`config.mk`:
```
export PLATFORM = sky130hd
export DESIGN_NAME = keyed_sequenced_message_queue_unit_flat
export DESIGN_NICKNAME = d
export VERILOG_FILES = /design/src/rtl/ksmq_pkg.sv /design/src/rtl/ksmq_if.sv /design/src/rtl/ksmq_ram.sv /design/src/rtl/keyed_sequenced_message_queue_unit.sv /design/src/flat_wrapper.sv
export SDC_FILE = /design/constraint.sdc
export NUM_CORES = 2
export LEC_CHECK = 0
export ABC_AREA = 0
export BUFFER_PORTS_ARGS = -buffer_cell sky130_fd_sc_hd__buf_2
export CORE_MARGIN = 2
export CORE_UTILIZATION = 30
export CTS_CLUSTER_DIAMETER = 200
export CTS_CLUSTER_SIZE = 20
export DETAILED_ROUTE_END_ITERATION = 16
export GPL_ROUTABILITY_DRIVEN = 0
export HOLD_SLACK_MARGIN = 0.12
export PLACE_DENSITY_LB_ADDON = 0.3
export SLEW_MARGIN = 20
export SYNTH_ARGS = -nofsm -noshare
export SYNTH_HDL_FRONTEND = slang
export SYNTH_SLANG_ARGS = --single-unit
```
`constraint.sdc`:
```
create_clock -name clk -period 23.5 [get_ports clk]
set_input_delay 4.7 -clock clk [delete_from_list [all_inputs] [get_ports clk]]
set_output_delay 4.7 -clock clk [all_outputs]
set_load 0.05 [all_outputs]
```
`src/rtl/ksmq_pkg.sv`:
```
`timescale 1ns / 1ps
// shared constants and types for the keyed sequenced message queue
// no dependencies; imported by the interfaces and the top level

package ksmq_pkg;

  localparam int QUEUE_DEPTH = 16;
  localparam int ADDR_W      = (QUEUE_DEPTH > 1) ? $clog2(QUEUE_DEPTH) : 1;
  localparam int CNT_W       = $clog2(QUEUE_DEPTH + 1);

  localparam int STAMP_W  = 64;
  localparam int HANDLE_W = 32;
  localparam int SEQ_W    = 32;

  // operation codes
  localparam logic [1:0] OP_ADD     = 2'd0;
  localparam logic [1:0] OP_REMOVE  = 2'd1;
  localparam logic [1:0] OP_ADVANCE = 2'd2;

  // status codes
  localparam logic [1:0] ST_DONE     = 2'd0;
  localparam logic [1:0] ST_FULL     = 2'd1;
  localparam logic [1:0] ST_INACTIVE = 2'd2;

  // one stored queue entry
  typedef struct packed {
    logic [STAMP_W-1:0]  stamp;
    logic [HANDLE_W-1:0] handle;
    logic [SEQ_W-1:0]    seq;
  } entry_t;

  localparam int ENTRY_W = $bits(entry_t);

endpackage

```
`src/rtl/ksmq_if.sv`:
```
`timescale 1ns / 1ps
// request and result channel interfaces (valid/ready) of the message queue
// depends on ksmq_pkg for field widths

interface ksmq_req_if;
  import ksmq_pkg::*;

  logic                valid;
  logic                ready;
  logic [1:0]          operation;
  logic [STAMP_W-1:0]  stamp;
  logic [HANDLE_W-1:0] message_handle;
  logic                keep_message;

  modport source (output valid, operation, stamp, message_handle, keep_message,
                  input ready);
  modport sink (input valid, operation, stamp, message_handle, keep_message,
                output ready);
endinterface

interface ksmq_rsp_if;
  import ksmq_pkg::*;

  logic                valid;
  logic                ready;
  logic [1:0]          status;
  logic [SEQ_W-1:0]    assigned_seq;
  logic                found;
  logic [HANDLE_W-1:0] returned_handle;
  logic [SEQ_W-1:0]    current_seq;
  logic [SEQ_W-1:0]    next_seq;
  logic [CNT_W-1:0]    fill_level;

  modport source (output valid, status, assigned_seq, found, returned_handle,
                  current_seq, next_seq, fill_level, input ready);
  modport sink (input valid, status, assigned_seq, found, returned_handle,
                current_seq, next_seq, fill_level, output ready);
endinterface

```
`src/rtl/ksmq_ram.sv`:
```
`timescale 1ns / 1ps
// generic simple dual-port ram: one write port, one read port, registered read
// no dependencies

module ksmq_ram #(
  parameter int WIDTH = 8,
  parameter int DEPTH = 16,
  parameter int AW    = (DEPTH > 1) ? $clog2(DEPTH) : 1
) (
  input  logic             clk,
  input  logic             we,
  input  logic [AW-1:0]    waddr,
  input  logic [WIDTH-1:0] wdata,
  input  logic [AW-1:0]    raddr,
  output logic [WIDTH-1:0] rdata
);

  logic [WIDTH-1:0] mem [DEPTH];

  always_ff @(posedge clk) begin
    if (we) begin
      mem[waddr] <= wdata;
    end
    rdata <= mem[raddr];
  end

endmodule

```
`src/rtl/keyed_sequenced_message_queue_unit.sv`:
```
`timescale 1ns / 1ps
// top level of the keyed sequenced message queue
// depends on ksmq_pkg, ksmq_if (request/result interfaces) and ksmq_ram

// The queue keeps up to QUEUE_DEPTH entries (stamp, handle, sequence) in one
// synchronous ram, oldest at address 0. Every request beat yields exactly one
// result beat. Add and advance are accepted, then loaded into the output
// register once it is free. A remove walks the ram one entry at a time (read,
// then compare), and after a hit moves every younger entry down one slot (read,
// then write); both walks use the single ram read port. The next request is
// taken as soon as the unit is back in idle, even while the previous result
// still waits in the output register. The user must write inactive through
// cfg_we/cfg_data only while the unit is idle; the block does not enforce it.

module keyed_sequenced_message_queue_unit (
  input  logic           clk,
  input  logic           rst,
  input  logic           cfg_we,
  input  logic           cfg_data,
  ksmq_req_if.sink       req,
  ksmq_rsp_if.source     rsp
);
  import ksmq_pkg::*;

  typedef enum logic [2:0] {
    S_IDLE,
    S_SCAN_RD,
    S_SCAN_CHK,
    S_SHIFT_RD,
    S_SHIFT_WR,
    S_DONE
  } state_t;

  state_t state;

  // architectural state
  logic                inactive;
  logic [SEQ_W-1:0]    seq_cnt;
  logic [CNT_W-1:0]    count;

  // working registers of a remove
  logic [CNT_W-1:0]    idx;
  logic [STAMP_W-1:0]  key;
  logic                keep;

  // result held until the output register is free
  logic [1:0]          res_status;
  logic [SEQ_W-1:0]    res_assigned;
  logic                res_found;
  logic [HANDLE_W-1:0] res_handle;

  // output register
  logic                out_valid;
  logic [1:0]          out_status;
  logic [SEQ_W-1:0]    out_assigned;
  logic                out_found;
  logic [HANDLE_W-1:0] out_handle;
  logic [SEQ_W-1:0]    out_cur;
  logic [SEQ_W-1:0]    out_nxt;
  logic [CNT_W-1:0]    out_fill;

  // ram ports
  logic                ram_we;
  logic [ADDR_W-1:0]   ram_waddr;
  entry_t              ram_wdata;
  logic [ADDR_W-1:0]   ram_raddr;
  entry_t              ram_rdata;

  logic                req_fire;
  logic                add_ok;
  logic                queue_full;
  logic [SEQ_W-1:0]    seq_inc;
  logic [CNT_W-1:0]    idx_dec;

  assign req.ready  = (state == S_IDLE);
  assign req_fire   = req.valid && req.ready;
  assign queue_full = (count == CNT_W'(QUEUE_DEPTH));
  assign add_ok     = (req.operation == OP_ADD) && !queue_full && !inactive;
  assign seq_inc    = seq_cnt + SEQ_W'(1);
  assign idx_dec    = idx - CNT_W'(1);

  // ram access: append on add, move down one slot while compacting
  always_comb begin
    ram_we    = 1'b0;
    ram_waddr = count[ADDR_W-1:0];
    ram_wdata = ram_rdata;
    ram_raddr = idx[ADDR_W-1:0];
    if (state == S_IDLE && req_fire && add_ok) begin
      ram_we           = 1'b1;
      ram_wdata.stamp  = req.stamp;
      ram_wdata.handle = req.message_handle;
      ram_wdata.seq    = seq_inc;
    end else if (state == S_SHIFT_WR) begin
      ram_we    = 1'b1;
      ram_waddr = idx_dec[ADDR_W-1:0];
    end
  end

  ksmq_ram #(
    .WIDTH (ENTRY_W),
    .DEPTH (QUEUE_DEPTH)
  ) u_ram (
    .clk   (clk),
    .we    (ram_we),
    .waddr (ram_waddr),
    .wdata (ram_wdata),
    .raddr (ram_raddr),
    .rdata (ram_rdata)
  );

  always_ff @(posedge clk) begin
    if (rst) begin
      state     <= S_IDLE;
      inactive  <= 1'b0;
      seq_cnt   <= '0;
      count     <= '0;
      out_valid <= 1'b0;
    end else begin
      if (cfg_we) begin
        inactive <= cfg_data;
      end

      // result beat taken downstream; a waiting result reloads the register instead
      if (out_valid && rsp.ready && state != S_DONE) begin
        out_valid <= 1'b0;
      end

      case (state)
        S_IDLE: begin
          if (req_fire) begin
            res_found  <= 1'b0;
            res_handle <= '0;
            key        <= req.stamp;
            keep       <= req.keep_message;
            idx        <= '0;
            case (req.operation)
              OP_ADD: begin
                state <= S_DONE;
                if (queue_full) begin
                  res_status   <= ST_FULL;
                  res_assigned <= '0;
                end else if (inactive) begin
                  res_status   <= ST_INACTIVE;
                  res_assigned <= '0;
                end else begin
                  res_status   <= ST_DONE;
                  res_assigned <= seq_inc;
                  seq_cnt      <= seq_inc;
                  count        <= count + CNT_W'(1);
                end
              end
              OP_REMOVE: begin
                res_status   <= ST_DONE;
                res_assigned <= '0;
                state        <= S_SCAN_RD;
              end
              OP_ADVANCE: begin
                res_status   <= ST_DONE;
                res_assigned <= '0;
                seq_cnt      <= seq_inc;
                state        <= S_DONE;
              end
              default: begin
                // unused code: report state unchanged
                res_status   <= ST_DONE;
                res_assigned <= '0;
                state        <= S_DONE;
              end
            endcase
          end
        end

        // walk from the oldest entry looking for the key
        S_SCAN_RD: begin
          if (idx == count) begin
            state <= S_DONE;
          end else begin
            state <= S_SCAN_CHK;
          end
        end

        S_SCAN_CHK: begin
          idx <= idx + CNT_W'(1);
          if (ram_rdata.stamp == key) begin
            res_found  <= 1'b1;
            res_handle <= keep ? ram_rdata.handle : '0;
            state      <= S_SHIFT_RD;
          end else begin
            state <= S_SCAN_RD;
          end
        end

        // close the gap: entry idx moves to idx - 1
        S_SHIFT_RD: begin
          if (idx == count) begin
            count <= count - CNT_W'(1);
            state <= S_DONE;
          end else begin
            state <= S_SHIFT_WR;
          end
        end

        S_SHIFT_WR: begin
          idx   <= idx + CNT_W'(1);
          state <= S_SHIFT_RD;
        end

        S_DONE: begin
          if (!out_valid || rsp.ready) begin
            out_valid    <= 1'b1;
            out_status   <= res_status;
            out_assigned <= res_assigned;
            out_found    <= res_found;
            out_handle   <= res_handle;
            out_cur      <= seq_cnt;
            out_nxt      <= seq_inc;
            out_fill     <= count;
            state        <= S_IDLE;
          end
        end

        default: begin
          state <= S_IDLE;
        end
      endcase
    end
  end

  assign rsp.valid           = out_valid;
  assign rsp.status          = out_status;
  assign rsp.assigned_seq    = out_assigned;
  assign rsp.found           = out_found;
  assign rsp.returned_handle = out_handle;
  assign rsp.current_seq     = out_cur;
  assign rsp.next_seq        = out_nxt;
  assign rsp.fill_level      = out_fill;

endmodule
```
`src/flat_wrapper.sv`:
```
// flat-port wrapper written by rule: the top's interface ports become plain ports
module keyed_sequenced_message_queue_unit_flat import ksmq_pkg::*;
  (clk, rst, cfg_we, cfg_data, req_valid, req_operation, req_stamp, req_message_handle, req_keep_message, req_ready, rsp_valid, rsp_status, rsp_assigned_seq, rsp_found, rsp_returned_handle, rsp_current_seq, rsp_next_seq, rsp_fill_level, rsp_ready);
  ksmq_req_if req_i ();
  ksmq_rsp_if rsp_i ();
  input  logic clk;
  input  logic rst;
  input  logic cfg_we;
  input  logic cfg_data;
  input wire logic [$bits(req_i.valid)-1:0] req_valid;
  input wire logic [$bits(req_i.operation)-1:0] req_operation;
  input wire logic [$bits(req_i.stamp)-1:0] req_stamp;
  input wire logic [$bits(req_i.message_handle)-1:0] req_message_handle;
  input wire logic [$bits(req_i.keep_message)-1:0] req_keep_message;
  output wire logic [$bits(req_i.ready)-1:0] req_ready;
  output wire logic [$bits(rsp_i.valid)-1:0] rsp_valid;
  output wire logic [$bits(rsp_i.status)-1:0] rsp_status;
  output wire logic [$bits(rsp_i.assigned_seq)-1:0] rsp_assigned_seq;
  output wire logic [$bits(rsp_i.found)-1:0] rsp_found;
  output wire logic [$bits(rsp_i.returned_handle)-1:0] rsp_returned_handle;
  output wire logic [$bits(rsp_i.current_seq)-1:0] rsp_current_seq;
  output wire logic [$bits(rsp_i.next_seq)-1:0] rsp_next_seq;
  output wire logic [$bits(rsp_i.fill_level)-1:0] rsp_fill_level;
  input wire logic [$bits(rsp_i.ready)-1:0] rsp_ready;
  assign req_i.valid = req_valid;
  assign req_i.operation = req_operation;
  assign req_i.stamp = req_stamp;
  assign req_i.message_handle = req_message_handle;
  assign req_i.keep_message = req_keep_message;
  assign req_ready = req_i.ready;
  assign rsp_valid = rsp_i.valid;
  assign rsp_status = rsp_i.status;
  assign rsp_assigned_seq = rsp_i.assigned_seq;
  assign rsp_found = rsp_i.found;
  assign rsp_returned_handle = rsp_i.returned_handle;
  assign rsp_current_seq = rsp_i.current_seq;
  assign rsp_next_seq = rsp_i.next_seq;
  assign rsp_fill_level = rsp_i.fill_level;
  assign rsp_i.ready = rsp_ready;
  keyed_sequenced_message_queue_unit u_core (.clk(clk), .rst(rst), .cfg_we(cfg_we), .cfg_data(cfg_data), .req(req_i), .rsp(rsp_i));
endmodule
```
==> impl_results.md <==
- Antenna violations before repair: 26
- Area growth syn-to-layout: 11.8%
- Total gr overflow: 0
- Core area: 241000 um2
- Post-synth EDFFs: 1809
- Layout Nets: 3530
- # rows: 180
- Worst stage delay on the critical path: 920 ps
- Pre-antenna DRT Iters: 7
- Worst Path Buf+Inv: 3
- Seq/Total Area, Yosys: 0.785
- Hold_ws: 421 ps
- Worst IR Drop VDD: 0.0642 mV
- Cells after synthesis: 3150
- Die X: 496 um
- Total Routing Usage GR: 0.141
- Met1 wire length: 78.7 mm
- Leak: 24.7 nW
- First-pass GRT wire length: 251 mm
- Clock transition at path regs: 80 ps
- Post-cts resize count: 0
- CP required: 23940 ps
- Syn Nets: 3262
- Top cell by count, worst path: buf_4
- Post-CTS setup buffer count: 0
- Post-DP Area: 78100 um2
- Clock Tree Buf Depth: 3
- Root Driver: clkbuf_16
- Max Cap Viol: 0
- Power Density: 89.4 nW/um2
- Status: finished clean
- Post-Syn Area per Cell: 23.1 um2
- CTS tree: built
- Dpl hpwl: 94.7 mm
- Die height: 496 um
- Yosys warnings: 0
- Met2 WL: 83.1 mm
- Final min period: 8530 ps
- Clk sinks: 1947
- Met3 routed WL: 11.8 mm
- Crit path cell chain: buf_2 > nor3_1 > o211a_1 > a22o_1 > nand2_1 > nor2_4 > buf_4 > buf_4
- I/O pin count: 243
- Largest net degree at the start of global routing: 140
- Slowest CP cell: nor2_4
- Slew Limit Fails: 0
- Die area: 246000 um2
- Setup TNS: 0 ps
- Primary FF master, synth: edfxtp_1
- # H-tree levels: 3
- Top layer in use: met5
- Post-Synthesis Cell Area: 72700 um2
- Worst Path Max Fanout: 45
- Wire length per cell: 26.5 um
- RSZ-0062 raised after global routing: no
- Post-route ant nets: 0
- Startpoint Class: input port
- Layout cell share with drive strength beyond 1: 0.296
- Fmax achieved: 117 MHz
- Worst-skew pair later-pin latency: 800 ps
- Critical path's top delay family: simple AND/OR/NAND/NOR gates
- FFs w/ async S/R, synth: 0
- Final core utilization: 0.338
- Final Cell Area: 81300 um2
- Routed vias/inst: 4.86
- Period Utilization, post-route: 0.363
- Clock skew: 79.4 ps
- Vias after detailed routing: 32600
- Post-route DRC: 0
- Cell variety after synth: 54
- Synth Register Bits: 1947
- Port bufs: 242
- # setup viols final: 0
- Initial Util: 0.302
- Setup CP Type: input port to register
- Hold buffer count at cts: 0
- WP data arrival: 8970 ps
- Worst-margin pin slew: 1160 ps
- Final WL: 177 mm
- Final Hold Vio Count: 0
- Crit. End Element: register
- CTS Buf Count: 108
- Hold Crit Class: register to register
- Initial DRC Count: 3513
- Relative slew margins: 0.229
- Number of global-route vias before repair: 33200
==> Yosys cell counts (18+ instances only) <==
cell | count | area, um2
buf_1 | 40 | 150
xor2_1 | 18 | 158
a21oi_1 | 29 | 145
nand4_1 | 27 | 169
and3_1 | 37 | 231
clkbuf_1 | 79 | 297
mux4_2 | 480 | 10800
xnor2_1 | 95 | 832
dfxtp_1 | 138 | 2760
o21ai_0 | 20 | 100
nor2_1 | 48 | 180
nand2_1 | 25 | 93.8
nor2b_1 | 33 | 206
edfxtp_1 | 1809 | 54300
buf_2 | 28 | 140
mux2_2 | 97 | 1090
==> cells in the final DEF, fill, tap and decap left out, types with 3 or more instances in the layout <==
cell type	instances
diode_2	8
clkinv_16	5
nand3_1	17
a21oi_1	29
and2_1	4
o21ba_2	4
buf_12	11
mux2_2	97
dfxtp_1	138
xor2_1	18
or4_1	8
a31oi_1	5
nand2b_1	3
nor2b_1	29
nor4_2	3
o211ai_1	7
mux2i_1	6
clkbuf_1	80
nor2_4	13
inv_1	14
nand2_1	24
nand4_1	27
nor2b_4	4
o21a_1	4
o31ai_1	4
mux4_2	480
or3_1	15
edfxtp_1	1809
nor2_1	35
ha_1	6
o21ai_0	20
and3_1	37
buf_4	52
buf_2	242
xnor2_1	95
clkbuf_16	108
nor4_1	4
nor3_1	17
==> flip-flops by register name (all words and copies together) (netlist names), 32 cells and up <==
| register | count |
|---|---|
| u_core.res_assigned | 32 |
| u_core.seq_cnt | 32 |
| u_core.u_ram.rdata | 96 |
| u_core.rsp.assigned_seq | 32 |
| u_core.rsp.next_seq | 32 |
| u_core.u_ram.mem | 1536 |
| u_core.res_handle | 32 |
| u_core.rsp.current_seq | 32 |
| u_core.rsp.returned_handle | 32 |
| u_core.key | 64 |
==> layout make-up <==
cell class / count / area [um2]
inverter: 14 / 52.6
multi-input combinational: 1041 / 15200
clock inverter: 9 / 208
antenna: 8 / 20.0
timing repair buffer: 306 / 1830
clock buffer: 188 / 3000
tap: 3185 / 3990
sequential: 1947 / 57100
fill: 22400 / 159000
==> worst paths after layout <==
| check | start | end | slack [ps] | cells past startpoint |
|---|---|---|---|---|
| min reg2reg | u_core.res_handle[5] | u_core.rsp.returned_handle[5] | 420 | 0 |
| max | req_operation[1] | u_core.u_ram.mem[5][55] | 14970 | 8 |
| min | u_core.res_handle[5] | u_core.rsp.returned_handle[5] | 420 | 0 |
| max reg2reg | u_core.idx[1] | u_core.u_ram.mem[5][55] | 17750 | 8 |
==> per-stage QoR <==
step / power, mW / setup WS (ps) / instances
after global placement: 5.35 / 14160 / 6492
final: 7.27 / 14970 / 6698
after global routing: 7.55 / 14750 / 6691
after detailed placement: 5.37 / 14100 / 6493
after floorplan: 5.00 / 7900 / 3150
after CTS: 7.36 / 14990 / 6690
==> layer usage <==
metal / vias up / global-route usage
met2: 950 / 0.225
met3: 180 / 0.0275
li1: 13700 / -
met5: - / 0
met4: 14 / 0.0296
met1: 17700 / 0.202
==> report_power, final <==
| group | internal [mW] | switching, mW |
|---|---|---|
| combinational | 0.381 | 0.636 |
| clock | 0.882 | 1.12 |
| sequential | 4.18 | 0.0721 |
==> cells by family (layout without fill, tap and decap cells) <==
logic type,Yosys count,after routing,synth area share
buf+inv,162,517,0.00886
simple gates,254,254,0.0197
flops,1947,1947,0.785
fa+ha+maj,7,7,0.00131
other cells,0,8,0
compound gates,84,84,0.00709
mux,583,583,0.164
xor+xnor,113,113,0.0136
(Power assumes the default switching activity.)
